==> src/hw/rtl/ring_test_pattern_generator_defines.svh <==
// Assertion macros shared by the ring test pattern generator RTL.
// No dependencies; assertions compile away when SYNTHESIS is defined.
`ifndef RING_TEST_PATTERN_GENERATOR_DEFINES_SVH
`define RING_TEST_PATTERN_GENERATOR_DEFINES_SVH
`ifndef SYNTHESIS
// same-cycle implication
`define RTPG_ASSERT_IMP(lbl, clk, rstn, ante, cons) \
    lbl: assert property (@(posedge clk) disable iff (!(rstn)) (ante) |-> (cons)) \
        else $error("rtpg assertion failed");
// next-cycle implication
`define RTPG_ASSERT_NXT(lbl, clk, rstn, ante, cons) \
    lbl: assert property (@(posedge clk) disable iff (!(rstn)) (ante) |=> (cons)) \
        else $error("rtpg assertion failed");
`else
`define RTPG_ASSERT_IMP(lbl, clk, rstn, ante, cons)
`define RTPG_ASSERT_NXT(lbl, clk, rstn, ante, cons)
`endif
`endif

==> src/hw/rtl/rtpg_pkg.sv <==
// Shared types and constants of the ring test pattern generator.
// No dependencies.
package rtpg_pkg;

    localparam int COORD_W = 12;
    localparam int PAD_W   = 10;
    localparam int TIME_W  = 32;
    localparam int STEP_W  = 6;
    localparam int ADDR_W  = 4;
    localparam int APB_W   = 32;

    // geometry and shading constants
    localparam int EDGE_GAP   = 8;
    localparam int RING_GAP   = 32;
    localparam int CROSS_HALF = 6;
    localparam int LOOP_HIGH  = 3200;
    localparam int LOOP_LOW   = 16;
    localparam int STEP_MAG   = 16;

    localparam logic [TIME_W-1:0]  PAD_VALUE   = 32'hffff_ffff;
    localparam logic [7:0]         ALPHA_ON    = 8'hff;
    localparam logic [STEP_W-1:0]  STEP_RESET  = 6'b110000;   // -16
    localparam logic [COORD_W-1:0] WIDTH_RESET = 12'd1000;
    localparam logic [COORD_W-1:0] HEIGHT_RESET = 12'd1000;
    localparam logic [PAD_W-1:0]   PAD_RESET   = 10'd20;

    // register map, word index = paddr[3:2]
    typedef enum logic [1:0] {
        REG_FRAME_WIDTH  = 2'd0,
        REG_FRAME_HEIGHT = 2'd1,
        REG_PAD_WIDTH    = 2'd2,
        REG_LOOP_MODE    = 2'd3
    } t_reg_idx;

    typedef struct packed {
        logic [COORD_W-1:0] frame_width;
        logic [COORD_W-1:0] frame_height;
        logic [PAD_W-1:0]   pad_width;
        logic               loop_mode;
    } t_cfg;

    typedef enum logic [2:0] {
        ST_IDLE,
        ST_GEOM,
        ST_SQUARE,
        ST_SHADE,
        ST_FINISH
    } t_state;

    // controller to datapath commands
    typedef struct packed {
        logic load_in;
        logic geom;
        logic square;
        logic shade;
        logic finish;
    } t_dp_cmd;

endpackage

==> src/hw/rtl/ring_test_pattern_generator.sv <==
// Ring test pattern generator: one pixel coordinate in, one XRGB word out.
// Usage:
//   s_axis carries one pixel request per transfer: tdata holds pix_x,
//   pix_y and host_time; tlast marks the last pixel of a frame.
//   m_axis returns the pixel's colour in tdata and echoes tlast.
//   The APB port sets frame size, border width and loop mode; write it
//   only while no pixel is in flight.
// Timing:
//   A request passes through the controller's sequence: capture,
//   geometry, squaring, shading, output. A new request is taken only
//   after the last one has left the output step.
//   The output register lets the next request be taken while a result
//   waits; a stalled receiver holds the block in its output step.
// Reset:
//   i_rst_n is synchronous, active low. It restores the register defaults
//   (1000 x 1000 frame, 20 pixel border, host time mode), clears the frame
//   time to zero and sets the loop step to -16. No result is pending.
// Depends on rtpg_pkg, rtpg_cfg, rtpg_ctrl and rtpg_dp.
module ring_test_pattern_generator (
    input  logic                        i_clk,
    input  logic                        i_rst_n,
    // slave stream
    input  logic                        s_axis_tvalid,
    output logic                        s_axis_tready,
    input  logic [55:0]                 s_axis_tdata,  // pix_x[11:0], pix_y[23:12], host_time[55:24]
    input  logic                        s_axis_tlast,  // frame_last
    // master stream
    output logic                        m_axis_tvalid,
    input  logic                        m_axis_tready,
    output logic [31:0]                 m_axis_tdata,  // pixel_value[31:0]
    output logic                        m_axis_tlast,  // frame_done
    // configuration
    input  logic                        psel,
    input  logic                        penable,
    input  logic                        pwrite,
    input  logic [rtpg_pkg::ADDR_W-1:0] paddr,
    input  logic [rtpg_pkg::APB_W-1:0]  pwdata,
    output logic [rtpg_pkg::APB_W-1:0]  prdata,
    output logic                        pready
);

    rtpg_pkg::t_cfg    cfg;
    rtpg_pkg::t_dp_cmd cmd;

    rtpg_cfg u_cfg (
        .i_clk   (i_clk),
        .i_rst_n (i_rst_n),
        .psel    (psel),
        .penable (penable),
        .pwrite  (pwrite),
        .paddr   (paddr),
        .pwdata  (pwdata),
        .prdata  (prdata),
        .pready  (pready),
        .o_cfg   (cfg)
    );

    rtpg_ctrl u_ctrl (
        .i_clk       (i_clk),
        .i_rst_n     (i_rst_n),
        .i_in_valid  (s_axis_tvalid),
        .o_in_ready  (s_axis_tready),
        .i_out_ready (m_axis_tready),
        .o_out_valid (m_axis_tvalid),
        .o_cmd       (cmd)
    );

    rtpg_dp u_dp (
        .i_clk         (i_clk),
        .i_rst_n       (i_rst_n),
        .i_cfg         (cfg),
        .i_cmd         (cmd),
        .i_pix_x       (s_axis_tdata[11:0]),
        .i_pix_y       (s_axis_tdata[23:12]),
        .i_frame_last  (s_axis_tlast),
        .i_host_time   (s_axis_tdata[55:24]),
        .o_pixel_value (m_axis_tdata),
        .o_frame_done  (m_axis_tlast)
    );

endmodule

==> src/hw/rtl/rtpg_cfg.sv <==
// APB register file of the ring test pattern generator.
// Depends on rtpg_pkg.
module rtpg_cfg (
    input  logic                          i_clk,
    input  logic                          i_rst_n,
    input  logic                          psel,
    input  logic                          penable,
    input  logic                          pwrite,
    input  logic [rtpg_pkg::ADDR_W-1:0]   paddr,
    input  logic [rtpg_pkg::APB_W-1:0]    pwdata,
    output logic [rtpg_pkg::APB_W-1:0]    prdata,
    output logic                          pready,
    output rtpg_pkg::t_cfg                o_cfg
);

    rtpg_pkg::t_cfg   r_cfg;
    rtpg_pkg::t_reg_idx idx;
    logic             wr_en;

    assign idx    = rtpg_pkg::t_reg_idx'(paddr[3:2]);
    assign wr_en  = psel && penable && pwrite;
    assign pready = 1'b1;
    assign o_cfg  = r_cfg;

    // register writes
    always_ff @(posedge i_clk) begin
        if (!i_rst_n) begin
            r_cfg.frame_width  <= rtpg_pkg::WIDTH_RESET;
            r_cfg.frame_height <= rtpg_pkg::HEIGHT_RESET;
            r_cfg.pad_width    <= rtpg_pkg::PAD_RESET;
            r_cfg.loop_mode    <= 1'b0;
        end else if (wr_en) begin
            case (idx)
                rtpg_pkg::REG_FRAME_WIDTH:  r_cfg.frame_width  <= pwdata[rtpg_pkg::COORD_W-1:0];
                rtpg_pkg::REG_FRAME_HEIGHT: r_cfg.frame_height <= pwdata[rtpg_pkg::COORD_W-1:0];
                rtpg_pkg::REG_PAD_WIDTH:    r_cfg.pad_width    <= pwdata[rtpg_pkg::PAD_W-1:0];
                rtpg_pkg::REG_LOOP_MODE:    r_cfg.loop_mode    <= pwdata[0];
                default: ;
            endcase
        end
    end

    // read mux
    always_comb begin
        case (idx)
            rtpg_pkg::REG_FRAME_WIDTH:
                prdata = {{(rtpg_pkg::APB_W-rtpg_pkg::COORD_W){1'b0}}, r_cfg.frame_width};
            rtpg_pkg::REG_FRAME_HEIGHT:
                prdata = {{(rtpg_pkg::APB_W-rtpg_pkg::COORD_W){1'b0}}, r_cfg.frame_height};
            rtpg_pkg::REG_PAD_WIDTH:
                prdata = {{(rtpg_pkg::APB_W-rtpg_pkg::PAD_W){1'b0}}, r_cfg.pad_width};
            rtpg_pkg::REG_LOOP_MODE:
                prdata = {{(rtpg_pkg::APB_W-1){1'b0}}, r_cfg.loop_mode};
            default:
                prdata = '0;
        endcase
    end

endmodule

==> src/hw/rtl/rtpg_ctrl.sv <==
// Sequencing state machine of the ring test pattern generator.
// Depends on rtpg_pkg and ring_test_pattern_generator_defines.svh.
`include "ring_test_pattern_generator_defines.svh"
module rtpg_ctrl (
    input  logic              i_clk,
    input  logic              i_rst_n,
    input  logic              i_in_valid,
    output logic              o_in_ready,
    input  logic              i_out_ready,
    output logic              o_out_valid,
    output rtpg_pkg::t_dp_cmd o_cmd
);

    rtpg_pkg::t_state r_state, n_state;
    logic             r_out_valid, n_out_valid;
    logic             slot_free;

    assign slot_free   = !r_out_valid || i_out_ready;
    assign o_out_valid = r_out_valid;

    // state and output-valid registers
    always_ff @(posedge i_clk) begin
        if (!i_rst_n) begin
            r_state     <= rtpg_pkg::ST_IDLE;
            r_out_valid <= 1'b0;
        end else begin
            r_state     <= n_state;
            r_out_valid <= n_out_valid;
        end
    end

    // next state and commands
    always_comb begin
        n_state     = r_state;
        o_in_ready  = 1'b0;
        o_cmd       = '0;
        n_out_valid = r_out_valid && !i_out_ready;
        case (r_state)
            rtpg_pkg::ST_IDLE: begin
                o_in_ready    = 1'b1;
                o_cmd.load_in = i_in_valid;
                if (i_in_valid) begin
                    n_state = rtpg_pkg::ST_GEOM;
                end
            end
            rtpg_pkg::ST_GEOM: begin
                o_cmd.geom = 1'b1;
                n_state    = rtpg_pkg::ST_SQUARE;
            end
            rtpg_pkg::ST_SQUARE: begin
                o_cmd.square = 1'b1;
                n_state      = rtpg_pkg::ST_SHADE;
            end
            rtpg_pkg::ST_SHADE: begin
                o_cmd.shade = 1'b1;
                n_state     = rtpg_pkg::ST_FINISH;
            end
            rtpg_pkg::ST_FINISH: begin
                // wait for the output register to be free
                if (slot_free) begin
                    o_cmd.finish = 1'b1;
                    n_out_valid  = 1'b1;
                    n_state      = rtpg_pkg::ST_IDLE;
                end
            end
            default: begin
                n_state = rtpg_pkg::ST_IDLE;
            end
        endcase
    end

    `RTPG_ASSERT_NXT(a_accept_starts, i_clk, i_rst_n, i_in_valid && o_in_ready, r_state == rtpg_pkg::ST_GEOM)
    `RTPG_ASSERT_NXT(a_finish_waits, i_clk, i_rst_n, (r_state == rtpg_pkg::ST_FINISH) && r_out_valid && !i_out_ready, r_state == rtpg_pkg::ST_FINISH)
    `RTPG_ASSERT_NXT(a_finish_shows, i_clk, i_rst_n, o_cmd.finish, r_out_valid)

endmodule

==> src/hw/rtl/rtpg_dp.sv <==
// Datapath of the ring test pattern generator: geometry, squares,
// shading and frame time. Depends on rtpg_pkg and the defines header.
`include "ring_test_pattern_generator_defines.svh"
module rtpg_dp (
    input  logic                           i_clk,
    input  logic                           i_rst_n,
    input  rtpg_pkg::t_cfg                 i_cfg,
    input  rtpg_pkg::t_dp_cmd              i_cmd,
    input  logic [rtpg_pkg::COORD_W-1:0]   i_pix_x,
    input  logic [rtpg_pkg::COORD_W-1:0]   i_pix_y,
    input  logic                           i_frame_last,
    input  logic [rtpg_pkg::TIME_W-1:0]    i_host_time,
    output logic [rtpg_pkg::TIME_W-1:0]    o_pixel_value,
    output logic                           o_frame_done
);

    localparam int CW = rtpg_pkg::COORD_W;
    localparam int SW = CW + 1;        // signed geometry width
    localparam int DW = CW + 2;        // signed distance width
    localparam int QW = 2 * DW - 1;    // squared distance width
    localparam int RW = QW + 1;        // r2 width
    localparam int TW = rtpg_pkg::TIME_W;
    localparam int CLW = 24;           // color width

    // input item
    logic [CW-1:0]  r_x, r_y;
    logic           r_last;
    logic [TW-1:0]  r_host;

    // geometry stage
    logic signed [SW-1:0]   r_halfw, r_halfh, r_outer_r, r_inner_r;
    logic                   r_pad, r_alpha;
    // square stage
    logic [QW-1:0]          r_dx2, r_dy2, r_osq, r_isq;
    // shade stage
    logic [CLW-1:0]         r_sum;
    // output register
    logic [TW-1:0]          r_out_pixel;
    logic                   r_out_last;
    // frame time
    logic [TW-1:0]          r_frame_time, n_frame_time;
    logic [rtpg_pkg::STEP_W-1:0] r_time_step, n_time_step;

    // geometry signals
    logic signed [SW-1:0]   diff_w, diff_h, halfw, halfh, wmp, hmp, hmin, outer_r;
    logic signed [SW-1:0]   sx, sy, d1;
    logic signed [CW+2:0]   d2;
    logic                   pad, alpha;
    // square signals
    logic signed [DW-1:0]   dx, dy;
    logic signed [2*DW-1:0] dx2_f, dy2_f;
    logic signed [2*SW-1:0] osq_f, isq_f;
    // shade signals
    logic [RW-1:0]          r2;
    logic [TW-1:0]          sum;
    // finish signals
    logic [CLW-1:0]         color;
    logic                   neg, high, low;

    // input capture
    always_ff @(posedge i_clk) begin
        if (i_cmd.load_in) begin
            r_x    <= i_pix_x;
            r_y    <= i_pix_y;
            r_last <= i_frame_last;
            r_host <= i_host_time;
        end
    end

    // center, radii, border and cross-line tests
    always_comb begin
        diff_w = $signed({1'b0, i_cfg.frame_width})
               - $signed({2'b0, i_cfg.pad_width, 1'b0});
        diff_h = $signed({1'b0, i_cfg.frame_height})
               - $signed({2'b0, i_cfg.pad_width, 1'b0});
        halfw  = $signed({3'b0, i_cfg.pad_width}) + (diff_w >>> 1);
        halfh  = $signed({3'b0, i_cfg.pad_width}) + (diff_h >>> 1);
        wmp    = $signed({1'b0, i_cfg.frame_width}) - $signed({3'b0, i_cfg.pad_width});
        hmp    = $signed({1'b0, i_cfg.frame_height}) - $signed({3'b0, i_cfg.pad_width});
        sx     = $signed({1'b0, r_x});
        sy     = $signed({1'b0, r_y});
        pad    = (r_x < {2'b0, i_cfg.pad_width}) || (r_y < {2'b0, i_cfg.pad_width})
              || (sx >= wmp) || (sy >= hmp);
        hmin   = (halfw < halfh) ? halfw : halfh;
        outer_r = hmin - SW'(rtpg_pkg::EDGE_GAP);
        d1     = sx - sy;
        d2     = $signed({3'b0, r_x}) + $signed({3'b0, r_y})
               - $signed({3'b0, i_cfg.frame_height});
        alpha  = ((d1 > rtpg_pkg::CROSS_HALF) || (d1 < -rtpg_pkg::CROSS_HALF))
              && ((d2 > rtpg_pkg::CROSS_HALF) || (d2 < -rtpg_pkg::CROSS_HALF));
    end

    always_ff @(posedge i_clk) begin
        if (i_cmd.geom) begin
            r_halfw   <= halfw;
            r_halfh   <= halfh;
            r_outer_r <= outer_r;
            r_inner_r <= outer_r - SW'(rtpg_pkg::RING_GAP);
            r_pad     <= pad;
            r_alpha   <= alpha;
        end
    end

    // squares: four narrow multipliers in parallel
    always_comb begin
        dx    = $signed({2'b0, r_x}) - $signed({r_halfw[SW-1], r_halfw});
        dy    = $signed({2'b0, r_y}) - $signed({r_halfh[SW-1], r_halfh});
        dx2_f = dx * dx;
        dy2_f = dy * dy;
        osq_f = r_outer_r * r_outer_r;
        isq_f = r_inner_r * r_inner_r;
    end

    always_ff @(posedge i_clk) begin
        if (i_cmd.square) begin
            r_dx2 <= dx2_f[QW-1:0];
            r_dy2 <= dy2_f[QW-1:0];
            r_osq <= QW'(osq_f[2*SW-2:0]);
            r_isq <= QW'(isq_f[2*SW-2:0]);
        end
    end

    // region select and time offset
    always_comb begin
        r2 = {1'b0, r_dx2} + {1'b0, r_dy2};
        if (r2 < {1'b0, r_isq}) begin
            sum = TW'(r2 >> 5) + (r_frame_time >> 6);
        end else if (r2 < {1'b0, r_osq}) begin
            sum = {{(TW-CW){1'b0}}, r_y} + (r_frame_time >> 5);
        end else begin
            sum = {{(TW-CW){1'b0}}, r_x} + (r_frame_time >> 4);
        end
    end

    always_ff @(posedge i_clk) begin
        if (i_cmd.shade) begin
            r_sum <= sum[CLW-1:0];
        end
    end

    // color scale: 0x0080401 = 2^19 + 2^10 + 1, kept to 24 bits
    assign color = r_sum + (r_sum << 10) + (r_sum << 19);

    always_ff @(posedge i_clk) begin
        if (i_cmd.finish) begin
            r_out_pixel <= r_pad ? rtpg_pkg::PAD_VALUE
                                 : {(r_alpha ? rtpg_pkg::ALPHA_ON : 8'h00), color};
            r_out_last  <= r_last;
        end
    end

    assign o_pixel_value = r_out_pixel;
    assign o_frame_done  = r_out_last;

    // frame time update on the last pixel of a frame
    always_comb begin
        neg          = r_frame_time[TW-1];
        high         = !neg && (r_frame_time >= TW'(rtpg_pkg::LOOP_HIGH));
        low          = neg || (r_frame_time < TW'(rtpg_pkg::LOOP_LOW));
        n_time_step  = r_time_step;
        n_frame_time = r_frame_time;
        if (i_cmd.finish && r_last) begin
            if (i_cfg.loop_mode) begin
                if (high || low) begin
                    n_time_step = -r_time_step;
                end
                n_frame_time = r_frame_time
                             + {{(TW-rtpg_pkg::STEP_W){n_time_step[rtpg_pkg::STEP_W-1]}},
                                n_time_step};
            end else begin
                n_frame_time = r_host;
            end
        end
    end

    always_ff @(posedge i_clk) begin
        if (!i_rst_n) begin
            r_frame_time <= '0;
            r_time_step  <= rtpg_pkg::STEP_RESET;
        end else begin
            r_frame_time <= n_frame_time;
            r_time_step  <= n_time_step;
        end
    end

    `RTPG_ASSERT_IMP(a_step_mag, i_clk, i_rst_n, 1'b1,
        (r_time_step == 6'sd16) || (r_time_step == rtpg_pkg::STEP_RESET))
    `RTPG_ASSERT_NXT(a_loop_moves, i_clk, i_rst_n, i_cfg.loop_mode && i_cmd.finish && r_last,
        (r_frame_time == $past(r_frame_time) + 32'd16)
        || (r_frame_time == $past(r_frame_time) - 32'd16))
    `RTPG_ASSERT_NXT(a_time_holds, i_clk, i_rst_n, !(i_cmd.finish && r_last),
        $stable(r_frame_time))

endmodule
==> config.mk <==
export PLATFORM = sky130hd
export DESIGN_NAME = ring_test_pattern_generator
export DESIGN_NICKNAME = d
export VERILOG_FILES = /design/src/hw/rtl/rtpg_pkg.sv /design/src/hw/rtl/ring_test_pattern_generator.sv /design/src/hw/rtl/rtpg_cfg.sv /design/src/hw/rtl/rtpg_ctrl.sv /design/src/hw/rtl/rtpg_dp.sv
export VERILOG_INCLUDE_DIRS = /design/src /design/src/hw/rtl
export SDC_FILE = /design/constraint.sdc
export NUM_CORES = 2
export LEC_CHECK = 0
export ABC_AREA = 1
export BUFFER_PORTS_ARGS = -buffer_cell sky130_fd_sc_hd__buf_2
export CAP_MARGIN = 5
export CORE_ASPECT_RATIO = 0.7
export CORE_MARGIN = 5
export CORE_UTILIZATION = 50
export CTS_CLUSTER_DIAMETER = 200
export DETAILED_ROUTE_END_ITERATION = 6
export PLACE_DENSITY = 0.66
export SYNTH_ARGS = -nofsm -noshare
export SYNTH_HDL_FRONTEND = slang
export SYNTH_SLANG_ARGS = --single-unit
==> constraint.sdc <==
create_clock -name i_clk -period 9.7 [get_ports i_clk]
set_input_delay 0.97 -clock i_clk [delete_from_list [all_inputs] [get_ports i_clk]]
set_output_delay 0.97 -clock i_clk [all_outputs]
set_load 0.05 [all_outputs]
After elaboration in Yosys (flattened, before gate mapping)

Index checks and enable logic that the tools add are counted.

$add $sub $neg: 21
Multiply operators: 4
Order comparisons: 13
Equality and inequality tests: 9
Muxes and demuxes: 21
Reductions and logical operators: 25

Operators by type and width:

| operator                                                            | count |
|---|---|
| case mux 32 bit (4 select lines)                                    | 1 |
| less-than comparator 28 x 25 -> 1 bit                               | 2 |
| multiplier 14 x 14 -> 27 bit                                        | 2 |
| multiplier 13 x 13 -> 25 bit                                        | 2 |
| adder 12 x 24 -> 24 bit                                             | 2 |
| adder 24 bit                                                        | 2 |
| two-way mux 24 bit                                                  | 2 |
| adder 32 bit                                                        | 1 |
| greater-or-equal comparator 32 x 12 -> 1 bit, second input constant | 1 |
| less-than comparator 32 x 5 -> 1 bit, second input constant         | 1 |
| two-way mux 32 bit                                                  | 1 |
| adder 27 x 27 -> 28 bit                                             | 1 |
| subtractor 13 x 13 -> 14 bit                                        | 2 |
| adder 11 x 12 -> 13 bit                                             | 2 |
| greater-or-equal comparator 13 bit                                  | 2 |
| subtractor 12 x 10 -> 13 bit                                        | 2 |
| subtractor 12 x 11 -> 13 bit                                        | 2 |
| adder 23 x 24 -> 24 bit                                             | 1 |
| less-than comparator 12 x 10 -> 1 bit                               | 2 |
| two-way mux 6 bit                                                   | 3 |
| greater-than comparator 15 x 4 -> 1 bit, second input constant      | 1 |
| less-than comparator 15 x 4 -> 1 bit, second input constant         | 1 |
| case mux 3 bit (5 select lines)                                     | 1 |
| subtractor 13 x 12 -> 14 bit                                        | 1 |
| 25 further kinds                                                    | 55 |

Register bits: 349
Bits of input ports: 100
Output and inout bits: 68
Logic and storage cells: 118

Depth between registers and ports, before layout

Depth after elaboration: 8
Mapped depth: 43
Depth with buffers taken out: 43

Hierarchy

From an unflattened synthesis, not the netlist that was laid out.

Cells, all modules: 6021
Area total of the unflattened synthesis: 49856.6 µm²

Modules (own cells, without submodules):

| module    | times used | cells each | area each (µm²) | seq. area each (µm²) |
|---|---|---|---|---|
| rtpg_dp   | 1          | 5721       | 47873.4         | 8187.9 |
| rtpg_cfg  | 1          | 270        | 1785.5          | 700.7 |
| rtpg_ctrl | 1          | 30         | 197.7           | 80.1 |

Worst setup path before layout

OpenSTA, ideal clock, no wires.

Path type: register to register
From: reg u_dp.r_x[2]
To: reg u_dp.r_dx2[25], data pin
Library setup time: 264 ps
Arrival: 7639 ps
Required time: 9436 ps
Slack: 1797 ps
Stages on the path, launching flop included: 36
Buffers on the path: 0
Period minus slack after synthesis: 7903 ps
Cells stage by stage: edfxtp_1 > ha_1 > a21oi_1 > nand2_1 > a21oi_1 > o21ai_0 > nand2_1 > nand2_1 > nand2_1 > nand2_1 > nand2_1 > inv_1 > nor3_2 > inv_1 > nor2_1 > inv_1 > fa_1 > inv_1 > fa_1 > inv_1 > fa_1 > inv_1 > fa_1 > fa_1 > inv_1 > fa_1 > inv_1 > ha_1 > nand2_1 > nor4_1 > nand4_1 > nand3_1 > nand3_1 > nand2_1 > a31oi_1 > xor2_1

Cells in the longest elaborated chain, start to end: 2

Ends and longest elaborated chain:

| what                         | RTL line       | source |
|---|---|---|
| start, declared              | rtpg_dp.sv:26  | `logic [CW-1:0] r_x, r_y;` |
| start signal, assigned       | rtpg_dp.sv:63  | `r_x <= i_pix_x;` |
| subtractor 13 x 13 -> 14 bit | rtpg_dp.sv:106 | `dx = $signed({2'b0, r_x}) - $signed({r_halfw[SW-1], r_halfw});` |
| multiplier 14 x 14 -> 27 bit | rtpg_dp.sv:108 | `dx2_f = dx * dx;` |
| named net u_dp.dx2_f[25]     | rtpg_dp.sv:51  | `logic signed [2*DW-1:0] dx2_f, dy2_f;` |
| end signal, assigned         | rtpg_dp.sv:116 | `r_dx2 <= dx2_f[QW-1:0];` |
| end, declared                | rtpg_dp.sv:34  | `logic [QW-1:0] r_dx2, r_dy2, r_osq, r_isq;` |

The timed path passes the listed nets, and every way through them passes these cells.
A chain may end at the register's enable or synchronous reset.

Final worst setup path

From: reg u_dp.r_x[0]
To: reg u_dp.r_dx2[25], data pin

The elaborated chain is that of the path after synthesis.

==> flow_summary.toml <==
[cells_and_area]
antennaDiodeCount = 0
finalNetCount = 7355
drive_gt1_share_pct = 5.08
fillerInstances = 9190
flow.area_growth_from_synthesis_pct = 6.83

[clock_tree]
htree_levels = 2
clk_path_buf_depth = 3
insertion_delay_ns = 0.58
cts_root_buffer = "sky130_fd_sc_hd__clkbuf_16"
cts.sink_count = 327
clock_transition_time_at_the_flip_flop_clock_pins_of_the_worst_setup_and_hold_paths_ns = 0.06
cts_hold_buffers = 0
numCtsBuffers = 36
post-cts-setup-buffers = 0
cts_tree = "yes"
cts_repair_resize_count = 0

[drt]
detail_route.wl_per_cell_microns = 18.5
via_per_inst = 5.32
routed_wire_length_microns = 136000
vias = 39282
route.detailed.drc = 0
drt_pass1_iterations = 6
detail_route.iter0.violations = 3579
drtAntennaViolNets = 0

[sta]
whs_ns = 0.457
clock_skew_ns = 0.0384
worstMarginPinSlew_ns = 1.16
fin_crit_ns = 8.72
unrepaired_setup_endpoints_after_global_routing = "false"
fin_tns_setup_ns = 0
max_clock_freq_mhz = 115
timing_hold_violations_final = 0
final.period_utilization_pct = 89.9
slew-limit-headroom_pct = 22.7
timing.final.setup_violations = 0
timing_max_transition_violations_final = 0

[synthesis]
number_of_flops_mapped_to_enable_cells_by_yosys = 252
yosys.cell_types.count = 59
mappedNetlistArea_sq_mm = 0.0496
synth_most_common_cell = "sky130_fd_sc_hd__inv_1"
synthesized_area_fraction_occupied_by_and_or_nand_nor_cells_pct = 16.5
async_flop_share_pct = 0
synth_top_family_by_area = "adder cells"
synth_ff_type = "sky130_fd_sc_hd__edfxtp_1"
ys_seq_elements = 327
post_synthesis_mean_instance_area_sq_um = 8.38
post_synthesis_compound_gate_area_fraction_pct = 8.24
synthAdderAreaFrac_pct = 40.6
synth-seq-area-share_pct = 18.3
yosysWarningCount = 0
synthXorXnorAreaFrac_pct = 5.59
share_of_yosys_cell_area_claimed_by_the_top_area_cell_type_pct = 26.3
post_synth_main_area_contributors = "sky130_fd_sc_hd__fa_1, sky130_fd_sc_hd__edfxtp_1, sky130_fd_sc_hd__ha_1"
synthMuxAreaShare_pct = 0
synthesis.instances = 5913
netlist.top_cell.by_area = "sky130_fd_sc_hd__fa_1"
synth_commonest_cells = "sky130_fd_sc_hd__inv_1, sky130_fd_sc_hd__nand2_1, sky130_fd_sc_hd__fa_1"

[global_route]
grt_antenna_before_repair = 2
gr-total-overflow = 0
first_global_vias = 38520
grt_first_pass_wirelength_microns = 216000
grt_max_degree = 80
grt_use_total_pct = 26.0

[flow_run]
drv_cap = 0

[die]
die_y_microns = 273
placementRows = 96
die_width_microns = 386
die_area_sq_mm = 0.106
design.core.area_sq_mm = 0.0981
initial_utilization_pct = 50.5
num_io_pins = 168

[setup_path]
largest_fanout_of_any_net_on_the_critical_path = 9
critical_path.endpoint_type = "register"
cp-start-kind = "register"
crit_top_cell = "sky130_fd_sc_hd__nand2_1"
crit_type = "reg2reg"
timing.critical_path.slowest_stage_cell = "sky130_fd_sc_hd__fa_1"
critical_path.max_stage_delay_ns = 0.56
worst_path_required_ns = 9.99
cp_data_arrival_time_ns = 9.01

[placement]
gp_routability_congestion = 0.947
buffer_ports.inserted = 124
detailedPlacementHpwl_microns = 115000

[run_status]
outcome = "completed"

[hold_path]
timing.hold.worst.class = "reg2reg"
-- area by class of cell --
type | count | area, sq um | area share, %
Clock inverter | 20 | 201 | 0.381
Clock buffer | 43 | 980 | 1.85
Sequential cell | 327 | 9070 | 17.1
Inverter | 1277 | 4790 | 9.06
Tap cell | 1323 | 1660 | 3.13
Timing Repair Buffer | 171 | 973 | 1.84
Multi-Input combinational cell | 4223 | 35300 | 66.6
-- placed cells by master (no fill, tap or decap), types with 20 or more instances in the layout --
master and n:
sky130_fd_sc_hd__edfxtp_1 252, sky130_fd_sc_hd__a31oi_1 63, sky130_fd_sc_hd__a21o_1 22, sky130_fd_sc_hd__or2_2 30, sky130_fd_sc_hd__clkbuf_16 38, sky130_fd_sc_hd__ha_1 569
sky130_fd_sc_hd__dfxtp_1 75, sky130_fd_sc_hd__o21bai_1 23, sky130_fd_sc_hd__nor3_1 46, sky130_fd_sc_hd__o211ai_1 28, sky130_fd_sc_hd__nor4_1 20, sky130_fd_sc_hd__xnor2_1 109
sky130_fd_sc_hd__a21oi_1 361, sky130_fd_sc_hd__inv_1 1261, sky130_fd_sc_hd__xor2_1 202, sky130_fd_sc_hd__nor2_1 375, sky130_fd_sc_hd__nand4_1 45, sky130_fd_sc_hd__nand2_1 1090
sky130_fd_sc_hd__buf_2 124, sky130_fd_sc_hd__fa_1 650, sky130_fd_sc_hd__nand3_1 263, sky130_fd_sc_hd__conb_1 25, sky130_fd_sc_hd__o21ai_0 171, sky130_fd_sc_hd__buf_4 47
-- through the flow --
stage	instance area, sq um	utilization [%]	worst slack [ns]	instances
after floorplan	49600	-	1.80	5936
after global placement	51800	52.7	1.20	7321
after detailed placement	51800	52.7	1.10	7321
after CTS	52900	53.9	1.05	7384
after global routing	52900	53.9	0.426	7384
final	52900	53.9	0.978	7384
-- registers in the layout, indices dropped and copies added (netlist names), 24 cells and up, named ones only --
name	count
u_dp.r_sum	24
u_dp.r_frame_time	31
u_dp.r_dx2	26
u_dp.o_pixel_value	25
u_cfg.o_cfg	35
u_dp.r_osq	24
u_dp.r_host	32
u_dp.r_dy2	26
-- final timing paths --
path | start | endpoint | slack, ns | depth (start not counted)
setup / recovery | u_dp.r_x[0] | u_dp.r_dx2[25] | 0.98 | 35
hold / removal | u_dp.r_last | u_dp.o_frame_done | 0.46 | 0
setup reg to reg | u_dp.r_x[0] | u_dp.r_dx2[25] | 0.98 | 35
hold reg to reg | u_dp.r_last | u_dp.o_frame_done | 0.46 | 0
-- worst max-delay path, delay by kind of cell, from the launching register on --
family | cells | cell delay (ns)
AND/OR/NAND/NOR | 15 | 2.19
adder cells (fa/ha/maj) | 8 | 3.77
flip-flops | 1 | 0.50
buffers and inverters | 8 | 1.22
XOR/XNOR | 1 | 0.17
AO/OA/AOI/OAI | 3 | 0.56
-- cell families after synthesis --
logic type	Yosys count
other	2
buffers and inverters	1386
AND/OR/NAND/NOR	1938
XOR/XNOR	313
AO/OA/AOI/OAI	728
adder cells (fa/ha/maj)	1219
flip-flops	327
-- per-layer routing --
metal	wire length (microns)	GRT usage [%]
met1	67100	41.3
met2	53900	36.7
met3	13400	5.80
met4	1940	4.00
met5	27	0
Power is not shown: default switching activity piles up to over one toggle a cycle in this logic, so the estimate is an artifact.
